[config.mk]
export PLATFORM = sky130hd
export DESIGN_NAME = arp_cache_with_aging_flat
export DESIGN_NICKNAME = d
export VERILOG_FILES = /design/src/rtl/arpc_pkg.sv /design/src/rtl/arpc_if.sv /design/src/rtl/arpc_ctrl.sv /design/src/rtl/arpc_dp.sv /design/src/rtl/arp_cache_with_aging.sv /design/src/flat_wrapper.sv
export VERILOG_INCLUDE_DIRS = /design/src /design/src/rtl
export SDC_FILE = /design/constraint.sdc
export NUM_CORES = 2
export LEC_CHECK = 0
export BUFFER_PORTS_ARGS = -buffer_cell sky130_fd_sc_hd__buf_4
export CAP_MARGIN = 20
export CORE_UTILIZATION = 50
export CTS_CLUSTER_SIZE = 30
export DETAILED_ROUTE_END_ITERATION = 12
export PLACE_DENSITY = 0.78
export SYNTH_ARGS = -nofsm -noshare
export SYNTH_HDL_FRONTEND = slang
export SYNTH_SLANG_ARGS = --single-unit
[constraint.sdc]
create_clock -name clk -period 13.4 [get_ports clk]
set_input_delay 1.34 -clock clk [delete_from_list [all_inputs] [get_ports clk]]
set_output_delay 1.34 -clock clk [all_outputs]
set_load 0.005 [all_outputs]
[src/rtl/arp_cache_with_aging_macros.svh]
// ---------------------------------------------------------------------------
// ARP cache assertion macros
// Shorthand for the clocked checks at the end of the top level. They use the
// enclosing module's clk and rst.
// ---------------------------------------------------------------------------
`ifndef ARP_CACHE_WITH_AGING_MACROS_SVH
`define ARP_CACHE_WITH_AGING_MACROS_SVH

// same-cycle implication
`define ARPC_ASSERT_NOW(name, ante, cons, msg) \
  name: assert property (@(posedge clk) disable iff (rst) (ante) |-> (cons)) \
    else $error(msg);

// next-cycle implication
`define ARPC_ASSERT_NEXT(name, ante, cons, msg) \
  name: assert property (@(posedge clk) disable iff (rst) (ante) |=> (cons)) \
    else $error(msg);

`endif

[src/rtl/arpc_pkg.sv]
// ---------------------------------------------------------------------------
// ARP cache package
// Field widths, register indexes, FSM states, entry layout and the
// controller/datapath command and status groups.
// ---------------------------------------------------------------------------
package arpc_pkg;

  localparam int IP_W     = 32;
  localparam int MAC_W    = 48;
  localparam int TICK_W   = 32;
  localparam int PLEN_W   = 6;
  localparam int CFG_IDX_W  = 2;
  localparam int CFG_DATA_W = 32;

  localparam logic [CFG_IDX_W-1:0] REG_OWN_IP     = 2'd0;
  localparam logic [CFG_IDX_W-1:0] REG_PREFIX_LEN = 2'd1;
  localparam logic [CFG_IDX_W-1:0] REG_AGE_LIMIT  = 2'd2;

  localparam logic [PLEN_W-1:0] PREFIX_LEN_RST = 6'd24;
  localparam logic [TICK_W-1:0] AGE_LIMIT_RST  = 32'd120;
  localparam logic [PLEN_W-1:0] PREFIX_MAX     = 6'd32;

  localparam logic MODE_LEARN  = 1'b0;
  localparam logic MODE_LOOKUP = 1'b1;

  typedef enum logic [1:0] {
    S_IDLE,
    S_FIRST,
    S_SCAN,
    S_DONE
  } state_t;

  typedef struct packed {
    logic [IP_W-1:0]   ip;
    logic [MAC_W-1:0]  mac;
    logic [TICK_W-1:0] stamp;
  } entry_t;

  typedef struct packed {
    logic load;    // take the accepted word
    logic first;   // read slot 0
    logic issue;   // read the next slot
    logic finish;  // resolve the scan, write back
    logic emit;    // move result to the output register
  } cmd_t;

  typedef struct packed {
    logic skip;      // learn outside the subnet
    logic stop;      // current slot ends the scan
    logic last;      // current slot is the last one
    logic out_free;  // output register can take a word
  } sts_t;

  // network mask for a prefix length, saturating at 32
  function automatic logic [IP_W-1:0] net_mask(input logic [PLEN_W-1:0] plen);
    logic [PLEN_W-1:0] len;
    len = (plen > PREFIX_MAX) ? PREFIX_MAX : plen;
    return ~({IP_W{1'b1}} >> len);
  endfunction

endpackage

[src/rtl/arpc_if.sv]
// ---------------------------------------------------------------------------
// ARP cache channels
// Request channel (learn or lookup) and response channel, valid/ready.
// ---------------------------------------------------------------------------
interface arpc_req_if import arpc_pkg::*; ();
  logic              valid;
  logic              ready;
  logic              mode;
  logic [TICK_W-1:0] now;
  logic [IP_W-1:0]   ip_addr;
  logic [MAC_W-1:0]  mac_addr;

  modport source (output valid, mode, now, ip_addr, mac_addr, input ready);
  modport sink   (input valid, mode, now, ip_addr, mac_addr, output ready);
endinterface

interface arpc_rsp_if import arpc_pkg::*; ();
  logic             valid;
  logic             ready;
  logic             hit;
  logic [MAC_W-1:0] mac_out;
  logic             stored;

  modport source (output valid, hit, mac_out, stored, input ready);
  modport sink   (input valid, hit, mac_out, stored, output ready);
endinterface

[src/rtl/arpc_ctrl.sv]
// ---------------------------------------------------------------------------
// ARP cache controller
// Sequences accept, slot scan, resolve and result hand-off.
// ---------------------------------------------------------------------------
module arpc_ctrl import arpc_pkg::*; (
  input  logic clk,
  input  logic rst,
  input  logic req_valid,
  output logic req_ready,
  input  sts_t sts,
  output cmd_t cmd
);

  state_t state, state_next;

  always_ff @(posedge clk) begin
    if (rst) begin
      state <= S_IDLE;
    end else begin
      state <= state_next;
    end
  end

  always_comb begin
    state_next = state;
    case (state)
      S_IDLE: begin
        if (req_valid) begin
          state_next = sts.skip ? S_DONE : S_FIRST;
        end
      end
      S_FIRST: state_next = S_SCAN;
      S_SCAN: begin
        if (sts.stop || sts.last) begin
          state_next = S_DONE;
        end
      end
      S_DONE: begin
        if (sts.out_free) begin
          state_next = S_IDLE;
        end
      end
      default: state_next = S_IDLE;
    endcase
  end

  always_comb begin
    cmd       = '0;
    req_ready = 1'b0;
    case (state)
      S_IDLE: begin
        req_ready = 1'b1;
        cmd.load  = req_valid;
      end
      S_FIRST: begin
        cmd.first = 1'b1;
        cmd.issue = 1'b1;
      end
      S_SCAN: begin
        cmd.issue  = 1'b1;
        cmd.finish = sts.stop || sts.last;
      end
      S_DONE: begin
        cmd.emit = sts.out_free;
      end
      default: begin
        cmd = '0;
      end
    endcase
  end

endmodule

[src/rtl/arpc_dp.sv]
// ---------------------------------------------------------------------------
// ARP cache datapath
// Config registers, entry memory with valid bits, per-slot test and the
// result and output registers.
// ---------------------------------------------------------------------------
module arpc_dp import arpc_pkg::*; #(
  parameter int ENTRIES = 16
) (
  input  logic                  clk,
  input  logic                  rst,
  input  cmd_t                  cmd,
  output sts_t                  sts,
  input  logic                  req_mode,
  input  logic [TICK_W-1:0]     req_now,
  input  logic [IP_W-1:0]       req_ip,
  input  logic [MAC_W-1:0]      req_mac,
  input  logic                  cfg_we,
  input  logic [CFG_IDX_W-1:0]  cfg_index,
  input  logic [CFG_DATA_W-1:0] cfg_wdata,
  output logic                  out_valid,
  input  logic                  out_ready,
  output logic                  out_hit,
  output logic [MAC_W-1:0]      out_mac,
  output logic                  out_stored
);

  localparam int AW = (ENTRIES > 1) ? $clog2(ENTRIES) : 1;
  localparam logic [AW-1:0] LAST_IDX = AW'(ENTRIES - 1);

  logic [IP_W-1:0]   own_ip;
  logic [PLEN_W-1:0] prefix_len;
  logic [TICK_W-1:0] age_limit;

  logic              it_mode;
  logic [TICK_W-1:0] it_now;
  logic [IP_W-1:0]   it_ip;
  logic [MAC_W-1:0]  it_mac;

  entry_t             mem [ENTRIES];
  logic [ENTRIES-1:0] valid;
  entry_t             rd_data;
  logic               rd_valid;
  logic [AW-1:0]      rd_addr, eval_addr;

  entry_t            cur, wr_data;
  logic [TICK_W-1:0] age;
  logic              fresh, ip_eq, learn_stop, lookup_stop, wr_en;

  logic             res_hit, res_stored;
  logic [MAC_W-1:0] res_mac;

  always_ff @(posedge clk) begin
    if (rst) begin
      own_ip     <= '0;
      prefix_len <= PREFIX_LEN_RST;
      age_limit  <= AGE_LIMIT_RST;
    end else if (cfg_we) begin
      case (cfg_index)
        REG_OWN_IP:     own_ip     <= cfg_wdata[IP_W-1:0];
        REG_PREFIX_LEN: prefix_len <= cfg_wdata[PLEN_W-1:0];
        REG_AGE_LIMIT:  age_limit  <= cfg_wdata[TICK_W-1:0];
        default: ;
      endcase
    end
  end

  assign sts.skip = (req_mode == MODE_LEARN) &&
                    (((req_ip ^ own_ip) & net_mask(prefix_len)) != '0);

  always_ff @(posedge clk) begin
    if (cmd.load) begin
      it_mode <= req_mode;
      it_now  <= req_now;
      it_ip   <= req_ip;
      it_mac  <= req_mac;
    end
  end

  // slot 0 first, then the one after the slot under test
  assign rd_addr = cmd.first ? '0 : eval_addr + AW'(1);

  always_ff @(posedge clk) begin
    if (cmd.issue) begin
      rd_data   <= mem[rd_addr];
      rd_valid  <= valid[rd_addr];
      eval_addr <= rd_addr;
    end
    if (wr_en) begin
      mem[eval_addr] <= wr_data;
    end
  end

  always_ff @(posedge clk) begin
    if (rst) begin
      valid <= '0;
    end else if (wr_en) begin
      valid[eval_addr] <= 1'b1;
    end
  end

  // never-written slots read as all zero (free)
  assign cur   = rd_valid ? rd_data : '0;
  assign age   = it_now - cur.stamp;
  assign fresh = age <= age_limit;
  assign ip_eq = cur.ip == it_ip;

  assign learn_stop  = (fresh && ip_eq) || (cur.stamp == '0) || !fresh;
  assign lookup_stop = ip_eq && fresh && (cur.mac != '0);

  assign sts.stop = (it_mode == MODE_LOOKUP) ? lookup_stop : learn_stop;
  assign sts.last = eval_addr == LAST_IDX;

  // refresh keeps the stored MAC; ip is equal there anyway
  assign wr_en         = cmd.finish && (it_mode == MODE_LEARN) && learn_stop;
  assign wr_data.ip    = it_ip;
  assign wr_data.mac   = (fresh && ip_eq) ? cur.mac : it_mac;
  assign wr_data.stamp = it_now;

  always_ff @(posedge clk) begin
    if (cmd.load) begin
      res_hit    <= 1'b0;
      res_mac    <= '0;
      res_stored <= 1'b0;
    end else if (cmd.finish) begin
      res_hit    <= (it_mode == MODE_LOOKUP) && lookup_stop;
      res_mac    <= ((it_mode == MODE_LOOKUP) && lookup_stop) ? cur.mac : '0;
      res_stored <= (it_mode == MODE_LEARN) && learn_stop;
    end
  end

  assign sts.out_free = !out_valid || out_ready;

  always_ff @(posedge clk) begin
    if (rst) begin
      out_valid <= 1'b0;
    end else if (cmd.emit) begin
      out_valid <= 1'b1;
    end else if (out_ready) begin
      out_valid <= 1'b0;
    end
  end

  always_ff @(posedge clk) begin
    if (cmd.emit) begin
      out_hit    <= res_hit;
      out_mac    <= res_mac;
      out_stored <= res_stored;
    end
  end

endmodule

[src/rtl/arp_cache_with_aging.sv]
// ---------------------------------------------------------------------------
// ARP cache with aging
// IPv4-to-MAC cache of ENTRIES slots; each request word learns or looks up.
//
// req: mode (0 learn, 1 lookup), now, ip_addr, mac_addr; accepted on
//   valid && ready. ready is high only while no request is in flight.
// rsp: one word per request: hit, mac_out, stored.
// cfg: cfg_we / cfg_index / cfg_wdata write own_ip (0), prefix_len (1) and
//   age_limit (2); write only while idle.
// Timing: the scan reads one slot per cycle from the entry memory and stops
//   at the deciding slot. A request visits 1..ENTRIES slots; ready comes back
//   in the same cycle that its result enters the output register, so the next
//   request is not taken before then. An off-subnet learn skips the scan.
// Stall: the output register holds a word until rsp.ready; a finished scan
//   waits for that register, and the next request waits behind it.
// Reset (rst, synchronous): all slots read as free, registers take their
//   defaults (own_ip 0, prefix_len 24, age_limit 120); no clearing pass.
// ---------------------------------------------------------------------------
`include "arp_cache_with_aging_macros.svh"

module arp_cache_with_aging import arpc_pkg::*; #(
  parameter int ENTRIES = 16
) (
  input  logic                  clk,
  input  logic                  rst,
  arpc_req_if.sink              req,
  arpc_rsp_if.source            rsp,
  input  logic                  cfg_we,
  input  logic [CFG_IDX_W-1:0]  cfg_index,
  input  logic [CFG_DATA_W-1:0] cfg_wdata
);

  cmd_t cmd;
  sts_t sts;

  arpc_ctrl u_ctrl (
    .clk       (clk),
    .rst       (rst),
    .req_valid (req.valid),
    .req_ready (req.ready),
    .sts       (sts),
    .cmd       (cmd)
  );

  arpc_dp #(
    .ENTRIES (ENTRIES)
  ) u_dp (
    .clk        (clk),
    .rst        (rst),
    .cmd        (cmd),
    .sts        (sts),
    .req_mode   (req.mode),
    .req_now    (req.now),
    .req_ip     (req.ip_addr),
    .req_mac    (req.mac_addr),
    .cfg_we     (cfg_we),
    .cfg_index  (cfg_index),
    .cfg_wdata  (cfg_wdata),
    .out_valid  (rsp.valid),
    .out_ready  (rsp.ready),
    .out_hit    (rsp.hit),
    .out_mac    (rsp.mac_out),
    .out_stored (rsp.stored)
  );

  `ARPC_ASSERT_NEXT(a_busy_after_accept, req.valid && req.ready, !req.ready, "ready after accept")
  `ARPC_ASSERT_NOW(a_hit_xor_stored, rsp.valid, !(rsp.hit && rsp.stored), "hit and stored")
  `ARPC_ASSERT_NOW(a_miss_mac_zero, rsp.valid && !rsp.hit, rsp.mac_out == '0, "mac on miss")

endmodule
[src/flat_wrapper.sv]
// flat-port wrapper written by rule: the top's interface ports become plain ports
module arp_cache_with_aging_flat import arpc_pkg::*;
#(
  parameter int ENTRIES = 16
)
  (clk, rst, cfg_we, cfg_index, cfg_wdata, req_valid, req_mode, req_now, req_ip_addr, req_mac_addr, req_ready, rsp_valid, rsp_hit, rsp_mac_out, rsp_stored, rsp_ready);
  arpc_req_if req_i ();
  arpc_rsp_if rsp_i ();
  input  logic clk;
  input  logic rst;
  input  logic cfg_we;
  input  logic [CFG_IDX_W-1:0] cfg_index;
  input  logic [CFG_DATA_W-1:0] cfg_wdata;
  input wire logic [$bits(req_i.valid)-1:0] req_valid;
  input wire logic [$bits(req_i.mode)-1:0] req_mode;
  input wire logic [$bits(req_i.now)-1:0] req_now;
  input wire logic [$bits(req_i.ip_addr)-1:0] req_ip_addr;
  input wire logic [$bits(req_i.mac_addr)-1:0] req_mac_addr;
  output wire logic [$bits(req_i.ready)-1:0] req_ready;
  output wire logic [$bits(rsp_i.valid)-1:0] rsp_valid;
  output wire logic [$bits(rsp_i.hit)-1:0] rsp_hit;
  output wire logic [$bits(rsp_i.mac_out)-1:0] rsp_mac_out;
  output wire logic [$bits(rsp_i.stored)-1:0] rsp_stored;
  input wire logic [$bits(rsp_i.ready)-1:0] rsp_ready;
  assign req_i.valid = req_valid;
  assign req_i.mode = req_mode;
  assign req_i.now = req_now;
  assign req_i.ip_addr = req_ip_addr;
  assign req_i.mac_addr = req_mac_addr;
  assign req_ready = req_i.ready;
  assign rsp_valid = rsp_i.valid;
  assign rsp_hit = rsp_i.hit;
  assign rsp_mac_out = rsp_i.mac_out;
  assign rsp_stored = rsp_i.stored;
  assign rsp_i.ready = rsp_ready;
  arp_cache_with_aging #(.ENTRIES(ENTRIES)) u_core (.clk(clk), .rst(rst), .req(req_i), .rsp(rsp_i), .cfg_we(cfg_we), .cfg_index(cfg_index), .cfg_wdata(cfg_wdata));
endmodule
Word-level counts from Yosys, hierarchy flattened. Memories as Yosys holds them, arrays and structs flattened. A register that Yosys moved wholly into a read port is not among the register bits. Index checks and enable logic that the tools add are counted.

Flip-flop bits (word level): 307. RAM bits: 1792. Logic and storage cells: 93. Input port bits: 152. Output and inout bits: 52. Memories: 1.

Memory list: u_core.u_dp.mem (words 16, bits a word 112, rd ports 1, clocked after memory_dff 1, write ports 1, RTL line arpc_dp.sv:39) `entry_t mem [ENTRIES];`.

Reductions and logical operators: 25. Mux-type cells: 25. $add $sub $neg: 2. Order comparisons: 5. Equality and inequality tests: 10. Shifts and indexed selects: 1. Bitwise gates (word level): 6.

Operator list (count): $mux W112 (1); $mux W48 (2); $reduce_bool A48 Y1 (1); $and A32 B32 Y32 (1); $eq A32 B32 Y1 (1); $le A32 B32 Y1 (1); $logic_not A32 Y1 (1); $not A32 Y32 (1); $reduce_bool A32 Y1 (1); $shr A32 B6 Y32 const A (1); $sub A32 B32 Y32 (1); $xor A32 B32 Y32 (1); $or A16 B16 Y16 (1); $mux W1 (13); $lt A4 B5 Y1 const B (2); $logic_and A1 B1 Y1 (8); $mux W2 (4); $pmux W2 S4 (1); $eq A2 B2 Y1 const B (3); $gt A6 B6 Y1 const B (1); $mux W6 (1); $ne A2 B2 Y1 const B (3); $reduce_and A2 Y1 (3); $add A4 B1 Y4 const B (1); 13 further kinds (20).

Longest topological paths before layout.
Depth after elaboration: 13. Depth in mapped cells: 27. Mapped depth without buffers: 22.

Cells and area by module. From an unflattened synthesis, not the netlist that was laid out.

Cells, all modules: 5575. Area, all modules: 87899.3 um^2.

By module, submodules not included: arpc_dp (cells each 5554, sequential area each 64962.3 um^2, times used 1, area an instance 87714.1 um^2); arpc_ctrl (cells each 21, sequential area each 40.0 um^2, times used 1, area an instance 185.2 um^2).

Worst setup path before layout. No wires, ideal clock.

Path type: flip-flop to flip-flop. From: register u_core.u_dp.rd_valid. To: memory u_core.u_dp.mem[0][0] in the netlist's numbering, enable pin. Period minus slack after synthesis: 13642 ps. Data required time: 12680 ps. Path buffers: 5. Data arrival time: 12922 ps. Library setup time: 720 ps. Stages on the path, launching flop included: 26. Setup slack: -242 ps. Path through: edfxtp_1 buf_2 clkbuf_1 clkbuf_1 buf_1 nand2_1 ha_1 nor2b_4 o31a_1 o311a_1 a211oi_2 o21ai_2 a41o_1 a41o_1 o41ai_2 xnor2_1 ha_1 nand4_1 nor4_1 nor2b_1 a21oi_1 nand3b_1 nor3b_1 buf_2 nand2_1 nor3_1.

Cells in the longest elaborated chain, start to end: 13. Elaborated cells on any way between the ends: 18. Classes of those cells: 1 x add/sub; 1 x order compare; 1 x eq/ne; 5 x mux; 10 x reduce/logical.

Ends and longest elaborated chain: from (decl) (RTL line arpc_dp.sv:42) `logic rd_valid;`; from (signal assigned) (RTL line arpc_dp.sv:85) `rd_valid <= valid[rd_addr];`; $mux W112 (*) (RTL line arpc_dp.sv:102) `assign cur = rd_valid ? rd_data : '0;`; $sub A32 B32 Y32 (RTL line arpc_dp.sv:103) `assign age = it_now - cur.stamp;`; $le A32 B32 Y1 (RTL line arpc_dp.sv:104) `assign fresh = age <= age_limit;`; $logic_and A1 B1 Y1 (RTL line arpc_dp.sv:107, arpc_dp.sv:108); $logic_or A1 B1 Y1 (2 in a row) (RTL line arpc_dp.sv:107) `assign learn_stop = (fresh && ip_eq) || (cur.stamp == '0) || !fresh;`; $mux W1 (RTL line arpc_dp.sv:110) `assign sts.stop = (it_mode == MODE_LOOKUP) ? lookup_stop : learn_stop;`; $logic_or A1 B1 Y1 (RTL line arpc_ctrl.sv:61) `cmd.finish = sts.stop || sts.last;`; $mux W1 (RTL line arpc_ctrl.sv:50) `case (state)`; $logic_and A1 B1 Y1 (RTL line arpc_dp.sv:114) `assign wr_en = cmd.finish && (it_mode == MODE_LEARN) && learn_stop;`; $logic_and A1 B1 Y1 (*) (RTL line arpc_dp.sv:114); $mux W1 (*) (RTL line arpc_dp.sv:88) `if (wr_en) begin`; $mux W1 (not written as such) (*) (RTL line arpc_dp.sv:89) `mem[eval_addr] <= wr_data;`; to (decl) (RTL line arpc_dp.sv:39).

Every way passes the cells marked *; elsewhere a longest branch is shown, timed or not.

Final worst setup path.
From: register u_core.u_dp.rd_valid. To: memory u_core.u_dp.mem[5][64] in the netlist's numbering, enable pin.

Same word-level chain as after synthesis.

==> summary.md <==
| Metric | Value |
|---|---|
| Total GRT Usage | 0.235 |
| Placed cell areas | 0.0923 mm² |
| Buffers on Ports | 203 |
| Die height | 421 µm |
| Final Hold Fails | 0 |
| Final HPWL from detailed placement | 118 mm |
| Leakage | 33.6 nW |
| Vias | 50421 |
| Crit Path Max Fanout | 57 |
| Layout cells sized above 1 | 0.135 |
| GPL Wtd Cong | 0.909 |
| Iter 0 DRT Violations | 5774 |
| Reg2reg path depth | 24 |
| WP data required | 13.84 ns |
| Sequential area share after synthesis | 0.740 |
| Antenna-violating nets left | 0 |
| Fmax | 127 MHz |
| Clk_lat worst skew | 0.85 ns |
| Minimum period implied by the final worst setup slack | 7.85 ns |
| Clock-pin slew on the worst setup and hold paths | 0.07 ns |
| Drt pass-1 iters | 8 |
| Least-Margin Pin Slew | 1.16 ns |
| Mean area per synthesized cell | 15.8 µm² |
| Number of max-cap violations | 0 |
| CTS tree | built |
| Final period util | 0.586 |
| Synth async-reset ratio | 0 |
| Longest Clk Path Bufs | 3 |
| Largest net degree at the start of global routing | 164 |
| Post-route DRC | 0 |
| Final setup vio count | 0 |
| Status | completed |
| Fill cell count | 12742 |
| Area grow syn2layout | 12.5% |
| Final wirelength | 212 mm |
| Layout Nets | 5989 |
| Internal power | 14.8 mW |
| Final Skew | 0.0397 ns |
| Setup bufs post-CTS | 0 |
| Startpoint Class | register |
| I/O pin count | 204 |
| Vias in the first global route | 50499 |
| First-pass GRT wire length | 314 mm |
| Core box area | 0.174 mm² |
| Final Instance Area | 0.0989 mm² |
| Net Sw Frac | 0.359 |
| Setup Crit Path Kind | register to register |
| Mapped cell area | 0.0879 mm² |
| Final Max Tran Viols | 0 |
| CTS Buf Count | 201 |
| Hold/Removal Path Class | register to register |
| Synth cell types | 77 |
| Combinational fraction of design power | 0.362 |
| Fin Setup TNS | 0 ns |
| Mapped Cells | 5549 |
| Initial antenna violation count | 3 |
| Syn. warnings | 0 |
| Clock Power Share | 0.244 |
| Overflow after GRT | 0 |
| Die Area | 0.177 mm² |
| Hold_buf cts | 0 |
| H-tree lvl count | 4 |
| Crit end category | register |
| Hold path depth | 0 |
| P_sw | 8.30 mW |
| Die width | 421 µm |
| Rows | 153 |
| Initial Utilization | 0.505 |
| Root buf cell | clkbuf_16 |
| Max IR drop VDD | 0.467 mV |
| P per Cell Area | 234 mW/mm² |
| Per-cell routed wire length | 25.7 µm |
| Flop pwr share | 0.394 |
| Post-synth EDFFs | 2072 |
| Post-DR vias/cell | 6.10 |
| Synthesized net count | 5773 |
| RSZ-0062 raised after global routing | no |
| Synth Flop Type | edfxtp_1 |
| Num Clock Sinks | 2211 |
| Post-synthesis register bit count | 2211 |
| Resized cells post-CTS | 0 |
| Max-slew headroom | 0.224 |
| CP arrival | 8.29 ns |
[through the flow]
step	util	setup slack, ns	std cells	power (mW)	hold slack (ns)
floorplan	-	2.77	5549	14.9	0.402
global placement	0.530	5.66	7876	17.3	0.418
detailed placement	0.530	5.50	7885	17.4	0.417
CTS	0.567	5.43	8262	23.1	0.427
global route	0.568	5.11	8266	24.0	0.433
finish	0.568	5.55	8266	23.1	0.418
[layout by cell type, fill, tap and decap left out, drive strengths merged, types with 6 or more instances in the layout]
cell      count
a22oi        15
buf         344
o21ai        86
a22o         49
o31ai         6
nand2b        7
bufinv       13
nand2       847
clkinv       73
xnor2        49
nor4bb        8
clkbuf      273
and2        116
clkinvlp      8
o211ai        6
ha           71
nand4        16
a31oi        19
inv          71
nor2b        10
nor4         30
a211oi      118
a21oi       227
nand3       125
edfxtp     2072
a21o         23
o21a          8
xor2         28
a311oi      227
dfxtp       139
mux4        113
nor3         14
nor2         76
mux2i       571
a31o         13
[cell type report]
| class | count | area, µm² | share of cell area |
|---|---|---|---|
| well taps | 2325 | 2910 | 0.0294 |
| flip-flops and latches | 2211 | 65000 | 0.657 |
| repair buffers | 344 | 2660 | 0.0269 |
| diodes | 2 | 5.00 | 0.0000506 |
| clock buffers | 273 | 5520 | 0.0558 |
| multi-input cells | 2946 | 21600 | 0.218 |
| clock inverters | 104 | 983 | 0.00994 |
| inverters | 61 | 254 | 0.00257 |
[cell families (layout without fill, tap and decap cells)]
family	Yosys count	count (layout)	synth area share
other cells	0	2	0
simple gates	1280	1280	0.0640
fa+ha+maj	73	73	0.0104
xor+xnor	77	77	0.00767
flops	2211	2211	0.740
buf+inv	392	782	0.0175
compound gates	832	832	0.0668
mux	684	684	0.0940
[cells in the mapped netlist (76+ instances only)]
cell type | n | area share
a21oi_1 | 226 | 0.013
a211oi_1 | 117 | 0.010
nand3_1 | 125 | 0.0071
a311oi_1 | 227 | 0.023
mux2i_1 | 571 | 0.065
nand2_1 | 847 | 0.036
clkbuf_1 | 261 | 0.011
and2_1 | 116 | 0.0083
nor2_1 | 76 | 0.0032
mux4_2 | 113 | 0.029
edfxtp_1 | 2072 | 0.71
dfxtp_1 | 139 | 0.032
o21ai_0 | 83 | 0.0047
[sequential cells by signal, indices dropped and copies added (netlist names)]
name / cells
u_core.u_dp.prefix_len: 6
u_core.u_ctrl.state: 2
u_core.u_dp.own_ip: 32
u_core.u_dp.out_valid: 1
u_core.u_dp.mem: 1792
u_core.u_dp.res_hit: 1
u_core.u_dp.out_stored: 1
u_core.u_dp.age_limit: 32
u_core.u_dp.res_mac: 48
u_core.u_dp.rd_data: 112
u_core.u_dp.out_hit: 1
u_core.u_dp.rd_valid: 1
u_core.u_dp.out_mac: 48
u_core.u_dp.it_mac: 48
u_core.u_dp.it_mode: 1
u_core.u_dp.it_now: 32
u_core.u_dp.res_stored: 1
u_core.u_dp.it_ip: 32
u_core.u_dp.eval_addr: 4
u_core.u_dp.valid: 16
[power by group through the flow]
stage,logic [mW],clock network (mW),registers (mW)
after floorplan,5.82,0,9.04
after global placement,8.06,0,9.21
after detailed placement,8.21,0,9.24
after CTS,8.29,5.68,9.10
after global routing,8.92,5.94,9.14
final,8.36,5.63,9.11
[worst max-delay path, cell delays in order (launching register included)]
cell and delay [ns]:
edfxtp_1 0.35, buf_4 0.35, and2_1 0.20, ha_1 0.20, fa_1 0.28, nor2b_4 0.06, o31a_1 0.28, o311a_1 0.33
a211oi_2 0.27, o21ai_2 0.14, a41o_1 0.28, a41o_1 0.26, o41ai_2 0.23, xnor2_1 0.12, ha_1 0.30, nand4_1 0.18
nor4_1 0.37, nor2b_1 0.26, a21oi_1 0.19, nand3b_1 0.17, nor3b_2 0.23, buf_4 0.28, nand2_1 0.28, nor2_4 0.80
buf_4 0.97
[routing by layer]
metal  GRT usage  vias up  wire, µm
li1            -    21935         -
met1       0.292    25345     78900
met2       0.392     2614    104000
met3      0.0395      525     17100
met4       0.133        2     12400
met5           0        -        17
[final timing paths]
check / start / to / slack (ns)
worst max-delay path: u_core.u_dp.rd_valid / u_core.u_dp.mem[5][64] / 5.55
worst min-delay path: u_core.u_dp.res_mac[5] / u_core.u_dp.out_mac[5] / 0.42
worst max register to register: u_core.u_dp.rd_valid / u_core.u_dp.mem[5][64] / 5.55
worst min register to register: u_core.u_dp.res_mac[5] / u_core.u_dp.out_mac[5] / 0.42
(Power assumes the default switching activity.)
